### config.mk
export PLATFORM = sky130hd
export DESIGN_NAME = cssp_ctrl
export DESIGN_NICKNAME = d
export VERILOG_FILES = /design/src/rtl/cssp_pkg.sv /design/src/rtl/cssp_ctrl.sv
export SDC_FILE = /design/constraint.sdc
export NUM_CORES = 1
export LEC_CHECK = 0
export ABC_AREA = 1
export BUFFER_PORTS_ARGS = -buffer_cell sky130_fd_sc_hd__buf_2
export CAP_MARGIN = 20
export CORE_AREA = 2 2 39 41
export CTS_CLUSTER_SIZE = 8
export DETAILED_ROUTE_END_ITERATION = 10
export DIE_AREA = 0 0 41 43
export PLACE_DENSITY_LB_ADDON = 0.25
export SYNTH_ARGS = -nofsm -noshare
export SYNTH_HDL_FRONTEND = slang
export SYNTH_SLANG_ARGS = --single-unit
### constraint.sdc
create_clock -name clk -period 1.4 [get_ports clk]
set_clock_uncertainty 0.15 [all_clocks]
set_input_delay 0.21 -clock clk [delete_from_list [all_inputs] [get_ports clk]]
set_output_delay 0.21 -clock clk [all_outputs]
set_load 0.01 [all_outputs]
### src/rtl/cssp_pkg.sv
// ----------------------------------------------------------------------------
// Convex support-point search: shared types and constants
// Item formats, operation and status codes, controller states and the
// command/status bundles between the controller and the datapath.
// ----------------------------------------------------------------------------
package cssp_pkg;

  // Default sizing of the vertex store and the stored coordinate width.
  localparam int DEF_MAX_VERTICES = 64;
  localparam int DEF_COORD_BITS   = 16;

  // Fixed widths of the item fields.
  localparam int IN_COORD_W   = 16;
  localparam int OUT_COORD_W  = 16;
  localparam int OUT_INDEX_W  = 6;
  localparam int EPS_W        = 31;

  // A near-set query returns at most this many vertices.
  localparam int RESULT_CAP   = 64;
  localparam int RESULT_CNT_W = 7;

  // Operation codes of an input item.
  typedef enum logic [1:0] {
    OP_CLEAR  = 2'd0,
    OP_APPEND = 2'd1,
    OP_FAR    = 2'd2,
    OP_NEAR   = 2'd3
  } op_e_t;

  // Result status codes.
  typedef enum logic [1:0] {
    ST_OK    = 2'd0,
    ST_EMPTY = 2'd1,
    ST_FULL  = 2'd2
  } status_e_t;

  // Controller states.
  typedef enum logic [2:0] {
    S_IDLE,
    S_SCAN1,
    S_WAIT1,
    S_SCAN2,
    S_WAIT2
  } state_e_t;

  // One input item.
  typedef struct packed {
    op_e_t                        op;
    logic signed [IN_COORD_W-1:0] coord_x;
    logic signed [IN_COORD_W-1:0] coord_y;
    logic signed [IN_COORD_W-1:0] coord_z;
  } in_item_t;

  // One result item.
  typedef struct packed {
    logic signed [OUT_COORD_W-1:0] point_x;
    logic signed [OUT_COORD_W-1:0] point_y;
    logic signed [OUT_COORD_W-1:0] point_z;
    logic [OUT_INDEX_W-1:0]        point_index;
    status_e_t                     status;
    logic                          last;
  } out_item_t;

  // Commands from the controller to the datapath.
  typedef struct packed {
    logic      clear;       // empty the store
    logic      append;      // write the incoming vertex at the fill position
    logic      emit_ack;    // send a result with no point
    status_e_t ack_status;
    logic      load_dir;    // capture the query direction, restart the maximum
    logic      scan_start;  // rewind the scan address
    logic      scan_step;   // read one vertex and advance the address
    logic      pass2;       // pipeline output feeds the near-set selection
    logic      pass2_init;  // forget pending near-set results
    logic      emit_best;   // send the farthest vertex
    logic      flush;       // send the held near-set vertex as the last one
  } cmd_t;

  // Status from the datapath to the controller.
  typedef struct packed {
    logic count_zero;
    logic count_full;
    logic scan_at_end;
    logic pipe_empty;
  } stat_t;

endpackage

### src/rtl/cssp_ctrl.sv
// ----------------------------------------------------------------------------
// Convex support-point search: controller
// Decodes accepted items, sequences the two scan passes of a query and
// tells the datapath when to send results.
// ----------------------------------------------------------------------------
module cssp_ctrl (
  input  logic             clk,
  input  logic             rst_n,
  input  logic             start,
  input  cssp_pkg::op_e_t  op,
  input  cssp_pkg::stat_t  stat,
  output logic             busy,
  output cssp_pkg::cmd_t   cmd
);

  cssp_pkg::state_e_t state_r, state_nxt;
  logic               near_r, near_nxt;

  // State and query kind registers.
  always_ff @(posedge clk) begin
    if (!rst_n) begin
      state_r <= cssp_pkg::S_IDLE;
      near_r  <= 1'b0;
    end else begin
      state_r <= state_nxt;
      near_r  <= near_nxt;
    end
  end

  // Next state and commands.
  always_comb begin
    state_nxt      = state_r;
    near_nxt       = near_r;
    cmd            = '0;
    cmd.ack_status = cssp_pkg::ST_OK;
    unique case (state_r)
      cssp_pkg::S_IDLE: begin
        if (start) begin
          unique case (op)
            cssp_pkg::OP_CLEAR: begin
              cmd.clear    = 1'b1;
              cmd.emit_ack = 1'b1;
            end
            cssp_pkg::OP_APPEND: begin
              cmd.emit_ack = 1'b1;
              if (stat.count_full) begin
                cmd.ack_status = cssp_pkg::ST_FULL;
              end else begin
                cmd.append = 1'b1;
              end
            end
            cssp_pkg::OP_FAR, cssp_pkg::OP_NEAR: begin
              if (stat.count_zero) begin
                cmd.emit_ack   = 1'b1;
                cmd.ack_status = cssp_pkg::ST_EMPTY;
              end else begin
                cmd.load_dir   = 1'b1;
                cmd.scan_start = 1'b1;
                near_nxt       = (op == cssp_pkg::OP_NEAR);
                state_nxt      = cssp_pkg::S_SCAN1;
              end
            end
            default: ;
          endcase
        end
      end
      // First pass: find the maximum dot product.
      cssp_pkg::S_SCAN1: begin
        cmd.scan_step = 1'b1;
        if (stat.scan_at_end) begin
          state_nxt = cssp_pkg::S_WAIT1;
        end
      end
      cssp_pkg::S_WAIT1: begin
        if (stat.pipe_empty) begin
          if (near_r) begin
            cmd.pass2_init = 1'b1;
            cmd.scan_start = 1'b1;
            state_nxt      = cssp_pkg::S_SCAN2;
          end else begin
            cmd.emit_best = 1'b1;
            state_nxt     = cssp_pkg::S_IDLE;
          end
        end
      end
      // Second pass: send every vertex close enough to the maximum, up to the result cap.
      cssp_pkg::S_SCAN2: begin
        cmd.scan_step = 1'b1;
        cmd.pass2     = 1'b1;
        if (stat.scan_at_end) begin
          state_nxt = cssp_pkg::S_WAIT2;
        end
      end
      cssp_pkg::S_WAIT2: begin
        cmd.pass2 = 1'b1;
        if (stat.pipe_empty) begin
          cmd.flush = 1'b1;
          state_nxt = cssp_pkg::S_IDLE;
        end
      end
      default: begin
        state_nxt = cssp_pkg::S_IDLE;
      end
    endcase
  end

  assign busy = (state_r != cssp_pkg::S_IDLE);

  // A scan only starts from idle or between the two passes.
  a_scan_start_ctx: assert property (@(posedge clk) disable iff (!rst_n)
    cmd.scan_start |-> (state_r == cssp_pkg::S_IDLE || state_r == cssp_pkg::S_WAIT1))
    else $error("scan restarted in the middle of a pass");

  // A farthest query never enters the second pass.
  a_far_one_pass: assert property (@(posedge clk) disable iff (!rst_n)
    (state_r == cssp_pkg::S_SCAN2) |-> near_r)
    else $error("second pass entered for a farthest query");

  // Busy rises only after a query item is taken.
  a_busy_rise: assert property (@(posedge clk) disable iff (!rst_n)
    $rose(busy) |-> $past(start) && $past(cmd.load_dir))
    else $error("busy rose without a query");

endmodule

==> results.json, run 1 <==
{
  "synth_area_leaders": "dfxtp_1 25%, nand2_1 14%, inv_1 12%, nand3_1 11%, nor2_4 6.9%",
  "cts_max_path_buffers": 2,
  "antenna_found_initial": 0,
  "initial_core_util_pct": 23.5,
  "cts_buffers": 3,
  "layout_setup_ws_ns": -0.167,
  "die_w_um": 41,
  "vias": 472,
  "ys_types": 15,
  "yosysTopAreaCellShare_pct": 24.6,
  "p_per_area_mw_per_mm2": 578,
  "synthArstFlopShare_pct": 0,
  "cp.arrival_ns": 1.21,
  "final-hold-violation-count": 0,
  "io_pins": 22,
  "grt_pass1_vias": 382,
  "drive_gt1_share_pct": 58.6,
  "met2_usage_pct": 19.1,
  "outcome": "finished with violations",
  "fin_tns_setup_ns": -1.09,
  "maxCapViolations": 0,
  "h-tree-depth": 1,
  "final-max-slew-violation-count": 0,
  "drt-initial-drc-count": 7,
  "ys_ff_latch": 4,
  "place_area_sq_um": 465,
  "drc": 0,
  "drt_wl_total_mm": 1.02,
  "synth_edf_count": 0,
  "grt_pass1_wl_mm": 1.52,
  "globalplace.congestion": 0.702,
  "leakage_nw": 0.348,
  "fin_nets": 98,
  "die_y_um": 43,
  "met3_usage_pct": 3.14,
  "dp_hpwl_um": 760,
  "dieArea_sq_mm": 0.00176,
  "required_ns": 1.04,
  "gr-total-overflow": 0,
  "synth-seq-area-share_pct": 24.6,
  "clk_pin_slew_worst_paths_ns": 0.04,
  "grt_max_degree": 7,
  "postLayoutCellArea_sq_um": 607,
  "drtAntennaViolNets": 0,
  "worstSetupPathType": "reg -> out",
  "rows": 14,
  "r2r_start": "state_r[1]",
  "nFillCells": 158,
  "period_share_pct": 112,
  "worstMarginPinSlew_ns": 0.176,
  "clock.fmax_ghz": 0.638,
  "io_buffers": 21,
  "failed_checks": "negative setup slack",
  "syn_to_final_growth_pct": 86.5,
  "busiest_layer": "met2",
  "critPathLaunch": "state_r[2]",
  "synth_ff_type": "dfxtp_1",
  "rsz0062_at_grt": "true",
  "pre_cts_ws_ns": 0.00476,
  "peakVddDrop_v": 0.000303,
  "design.core.area_sq_mm": 0.00138,
  "insertion_delay_ns": 0.23,
  "drt_pre_antenna_iters": 4,
  "grt_usage_pct": 12.6,
  "end_kind": "output pin",
  "rr_worst_depth": 9,
  "min_period_ns": 1.57,
  "gr-usage-met1_pct": 15.8,
  "cts_tree": "built",
  "cts.sinks": 4,
  "whs_ns": 0.0488,
  "vias_per_cell": 4.58,
  "cts-root-buf": "clkbuf_4",
  "slew_headroom_pct": 88.2,
  "synthesis.instances": 55,
  "hold_buffers": 0,
  "finalSetupViolCount": 12,
  "worstHoldPathCells": 3,
  "hp-class": "in -> reg",
  "wl_per_cell_um": 9.92,
  "synthesis.area_sq_um": 325,
  "n_antenna_cell": 0,
  "worst_hold_startpoint": "rst_n",
  "syn_area_per_cell_sq_um": 5.91,
  "syn-num-nets": 64,
  "start_kind": "flop",
  "crit_path_max_fanout": 6,
  "ys_warn_count": 0,
  "yosysTopAreaCell": "dfxtp_1"
}
-- flip-flops by register name, indices dropped and copies added (netlist names) --
signal and count:
near_r 1, state_r 3
-- path summary, 6_finish.rpt --
check / to / slack, ns
setup / recovery: cmd[5] / -0.17
hold / removal: state_r[0] / 0.05
setup reg to reg: state_r[1] / 0.03
hold reg to reg: near_r / 0.43
-- worst max-delay path, stage by stage (launching register included) --
cell and delay, ns:
dfxtp_2 0.33, nor2_4 0.19, nand2_2 0.10, nor2_4 0.13, inv_2 0.05, nand2_1 0.05
buf_2 0.13
-- synth_stat cells, types with 2 or more instances --
| cell type | instances |
|---|---|
| nor3_1 | 4 |
| inv_2 | 2 |
| nand2_1 | 12 |
| nand4_1 | 3 |
| inv_1 | 10 |
| dfxtp_1 | 4 |
| nand3_1 | 7 |
| nor2_1 | 3 |
| nor2_4 | 2 |
| a21oi_1 | 3 |
-- where the power goes --
group	internal (mW)	switching, mW
logic	0.0391	0.0481
registers	0.118	0.00407
clock network	0.0958	0.0458
total	0.253	0.0979
-- timing repair --
item                                    CTS  global route
gates resized for setup                  10             7
buffers inserted                          5             1
pin swaps                                 2             4
endpoints found under the setup margin   11            13
-- area by class of cell --
cell class | instances | area (sq um) | area share [%]
Multi-Input combinational cell | 39 | 253 | 41.6
Timing Repair Buffer | 29 | 184 | 30.3
Clock buffer | 3 | 22.5 | 3.71
Inverter | 12 | 45.0 | 7.42
Sequential cell | 4 | 82.6 | 13.6
Tap cell | 16 | 20.0 | 3.30
-- layout by cell type (no fill, tap or decap) --
| master | synthesis | final |
|---|---|---|
| dfxtp_2 | 0 | 2 |
| buf_6 | 0 | 3 |
| nor3_4 | 0 | 1 |
| inv_2 | 2 | 3 |
| nor2_2 | 1 | 2 |
| nor2_4 | 2 | 2 |
| clkbuf_4 | 0 | 3 |
| nand2_1 | 12 | 10 |
| nor3_2 | 0 | 3 |
| a21oi_2 | 1 | 1 |
| nor4_2 | 0 | 1 |
| nor2_1 | 3 | 2 |
| nand3_1 | 7 | 6 |
| buf_4 | 0 | 8 |
| buf_2 | 0 | 18 |
| o21ai_1 | 1 | 1 |
| dfxtp_1 | 4 | 2 |
| nand2_2 | 1 | 3 |
| nand3_4 | 0 | 1 |
| nand4_1 | 3 | 3 |
| inv_1 | 10 | 9 |
| a21oi_1 | 3 | 3 |
-- metrics by stage --
| stage | power (mW) | utilization, % | cells |
|---|---|---|---|
| 6_report | 0.350 | 43.9 | 103 |
| 5_1_grt | 0.372 | 43.9 | 103 |
| 4_1_cts | 0.348 | 41.0 | 102 |
| 3_5_place_dp | 0.189 | 33.6 | 94 |
| 3_3_place_gp | 0.189 | 33.6 | 94 |
| 2_1_floorplan | 0.159 | - | 55 |
-- logic make-up (layout without fill, tap and decap cells) --
logic type / Yosys count / in the layout / synth area share [%]
AOI/OAI and AO/OA: 5 / 5 / 8.84
DFF: 4 / 4 / 24.6
and+or+nand+nor: 34 / 34 / 52.7
buffers and inverters: 12 / 44 / 13.8
-- layer usage --
metal	vias to the layer above	share of wire [%]
met5	-	0
met4	0	0
met3	0	3.5
met2	11	52
met1	218	44
li1	243	-
No activity file was read; power rests on OpenSTA's default activity.
==> inputs of run 2 (changes only) <==
--- a/config.mk
+++ b/config.mk
@@ -7,3 +7,3 @@
 export LEC_CHECK = 0
-export ABC_AREA = 1
+export ABC_AREA = 0
 export BUFFER_PORTS_ARGS = -buffer_cell sky130_fd_sc_hd__buf_2
==> constraint.sdc (replaced) <==
create_clock -name clk -period 1.9 [get_ports clk]
set_clock_uncertainty 0.15 [all_clocks]
set_input_delay 0.285 -clock clk [delete_from_list [all_inputs] [get_ports clk]]
set_output_delay 0.285 -clock clk [all_outputs]
set_load 0.005 [all_outputs]
==> results.json, run 2 <==
{
  "syn-num-nets": 56,
  "hold_end": "state_r[2]",
  "design.core.area_sq_mm": 0.00138,
  "dieArea_sq_mm": 0.00176,
  "clk_pin_slew_worst_paths_ns": 0.04,
  "ys_ff_latch": 4,
  "finalSetupViolCount": 6,
  "regMostFlops": "state_r",
  "io_buffers": 21,
  "start_kind": "flop",
  "crit_slowest_cell": "or4b_4",
  "initial_core_util_pct": 24.9,
  "pwr-share-seq_pct": 31.9,
  "period_share_pct": 106,
  "hp-class": "in -> reg",
  "p_total_uw": 283,
  "worst_hold_startpoint": "rst_n",
  "dp_hpwl_um": 725,
  "peakVddDrop_v": 0.000221,
  "place_inst": 85,
  "synthesis.area_sq_um": 344,
  "yosys-top-cells-count": "6 x nand2_1, 6 x nor2_1, 5 x o21ai_0, 4 x dfxtp_1, 3 x nor3_1",
  "rows": 14,
  "io_pins": 22,
  "grt_pass1_wl_mm": 1.48,
  "drt_wl_total_um": 938,
  "rr_worst_depth": 6,
  "worstHoldPathCells": 2,
  "crit_path_max_fanout": 4,
  "grt_pass1_vias": 367,
  "worstMarginPinSlew_ns": 0.176,
  "leakage_nw": 0.299,
  "synthArstFlopShare_pct": 0,
  "slew_headroom_pct": 88.2,
  "drt_pre_antenna_iters": 3,
  "outcome": "finished with violations",
  "failed_checks": "negative setup slack",
  "worstSetupPathType": "reg -> out",
  "clock.fmax_ghz": 0.497,
  "largest_reg_flops": 3,
  "combPwrFrac_pct": 29.6,
  "mostFrequentLayoutCells": "20 x buf_2, 6 x nand2_1, 6 x buf_4",
  "ys_types": 24,
  "end_kind": "output pin",
  "syn_to_final_growth_pct": 61.1,
  "rr_endpoint": "near_r",
  "synth_edf_count": 0,
  "path_cells": "or4b_4, nor3b_4, or2_4, buf_6",
  "drtAntennaViolNets": 0,
  "layout_setup_ws_ns": -0.111,
  "rsz0062_at_grt": "true",
  "nFillCells": 159,
  "cp.arrival_ns": 1.58,
  "h-tree-depth": 1,
  "fin_nets": 87,
  "insertion_delay_ns": 0.24,
  "final-max-slew-violation-count": 0,
  "synth_ff_type": "dfxtp_1",
  "die_y_um": 43,
  "clkPwrFrac_pct": 38.6,
  "required_ns": 1.46,
  "maxCapViolations": 0,
  "wl_per_cell_um": 10.2,
  "ys_warn_count": 0,
  "drc": 0,
  "synth_area_leaders": "dfxtp_1 23%, o21ai_0 7.3%, nand2_1 6.5%, nor2_1 6.5%, nor3b_4 5.5%",
  "crit_path_max_incr_delay_ns": 0.58,
  "n_antenna_cell": 0,
  "synth-seq-area-share_pct": 23.3,
  "layout_commonest_cell": "buf_2",
  "syn_area_per_cell_sq_um": 7.32,
  "final-hold-violation-count": 0,
  "globalplace.congestion": 0.735,
  "yosysTopAreaCellShare_pct": 23.3,
  "yosysTopAreaCell": "dfxtp_1",
  "p_per_area_mw_per_mm2": 510,
  "drt-initial-drc-count": 11,
  "cts_max_path_buffers": 2,
  "grt_usage_pct": 12.4,
  "cts.sinks": 4,
  "ff2ff_setup_slack_ns": 0.20,
  "gr-total-overflow": 0,
  "p_sw_uw": 80.9,
  "antenna_found_initial": 0,
  "vias": 424,
  "cts_buffers": 3,
  "cts_tree": "built",
  "cts-root-buf": "clkbuf_4",
  "top_regs": "state_r: 3 flops, near_r: 1 flops",
  "r2r_start": "state_r[0]",
  "final_core_util_pct": 40.1,
  "p_int_uw": 202,
  "synthesis.instances": 47,
  "die_w_um": 41,
  "grt_max_degree": 13,
  "swShare_pct": 28.6,
  "vias_per_cell": 4.61,
  "min_period_ns": 2.01,
  "drive_gt1_share_pct": 53.9,
  "stdcell_count": 92
}
-- run 2: cell count changes in the layout (fill, tap and decap cells not counted), moves of 4 or more --
cell | before | now
inv_1 | 9 | 2
nand3_1 | 6 | 1
nand2_1 | 10 | 6
o21ai_0 | 0 | 5
-- run 2: cells by family (layout without fill, tap and decap cells) --
logic type	after synthesis	in the layout	share of synthesized area, %
adders and majority gates	1	1	2.91
buffers and inverters	3	32	3.27
DFF	4	4	23.3
and+or+nand+nor	30	30	54.9
xor gates and xnor gates	1	1	2.55
AOI/OAI and AO/OA	8	8	13.1
-- run 2: through the flow --
step                worst slack (ns)  cell area [sq um]  hold slack (ns)  TNS, ns
finish                        -0.111                554            0.176   -0.276
global route                  -0.160                554            0.187   -0.629
CTS                           -0.162                538            0.168   -0.550
detailed placement            0.0823                480            0.353        0
global placement               0.113                480            0.355        0
floorplan                      0.204                344            0.263        0
-- run 2: per-layer routing --
layer | up-vias | track usage (%) | routed length, um
li1 | 225 | - | -
met1 | 178 | 16.0 | 417
met2 | 19 | 17.5 | 429
met3 | 2 | 3.14 | 75
met4 | 0 | 8.00 | 17
met5 | - | 0 | 0
-- run 2: how the worst max path moves through the flow --
| stage | from | end | slack (ns) | cells after the start |
|---|---|---|---|---|
| after floorplan | state_r[2] | cmd[5] | 0.20 | 3 |
| after global placement | state_r[2] | cmd[5] | 0.11 | 4 |
| after detailed placement | state_r[2] | cmd[5] | 0.08 | 4 |
| after CTS | state_r[2] | cmd[5] | -0.16 | 4 |
| after global routing | state_r[0] | cmd[5] | -0.16 | 4 |
| final | state_r[0] | cmd[5] | -0.11 | 4 |
-- run 2: layout make-up --
| type | count | area [sq um] | share of cell area [%] |
|---|---|---|---|
| Inverter | 2 | 7.51 | 1.35 |
| Clock buffer | 3 | 22.5 | 4.06 |
| Multi-Input combinational cell | 40 | 263 | 47.4 |
| Timing Repair Buffer | 27 | 156 | 28.2 |
| Tap cell | 16 | 20.0 | 3.61 |
| Sequential cell | 4 | 85.1 | 15.3 |
-- run 2: repair_timing --
item / 4_1_cts / 5_1_grt
gates resized for setup: 4 / 3
setup buffers: 3 / 1
pin swaps: 3 / 3
setup endpoints to repair: 4 / 6
hold buffers: 0 / 0
-- run 2: worst max-delay path: cells and delay by family, from the launching register on --
| family | cells | cell delay [ns] |
|---|---|---|
| buffers and inverters | 1 | 0.08 |
| AND/OR/NAND/NOR | 3 | 0.95 |
| flip-flops | 1 | 0.31 |
-- run 2: power groups by stage --
stage / Clock [mW] / Combinational, mW / Sequential (mW)
after floorplan: 0 / 0.0394 / 0.0924
after CTS: 0.113 / 0.0808 / 0.0898
after detailed placement: 0 / 0.0732 / 0.0927
after global placement: 0 / 0.0737 / 0.0924
final: 0.109 / 0.0837 / 0.0901
after global routing: 0.119 / 0.0935 / 0.0903
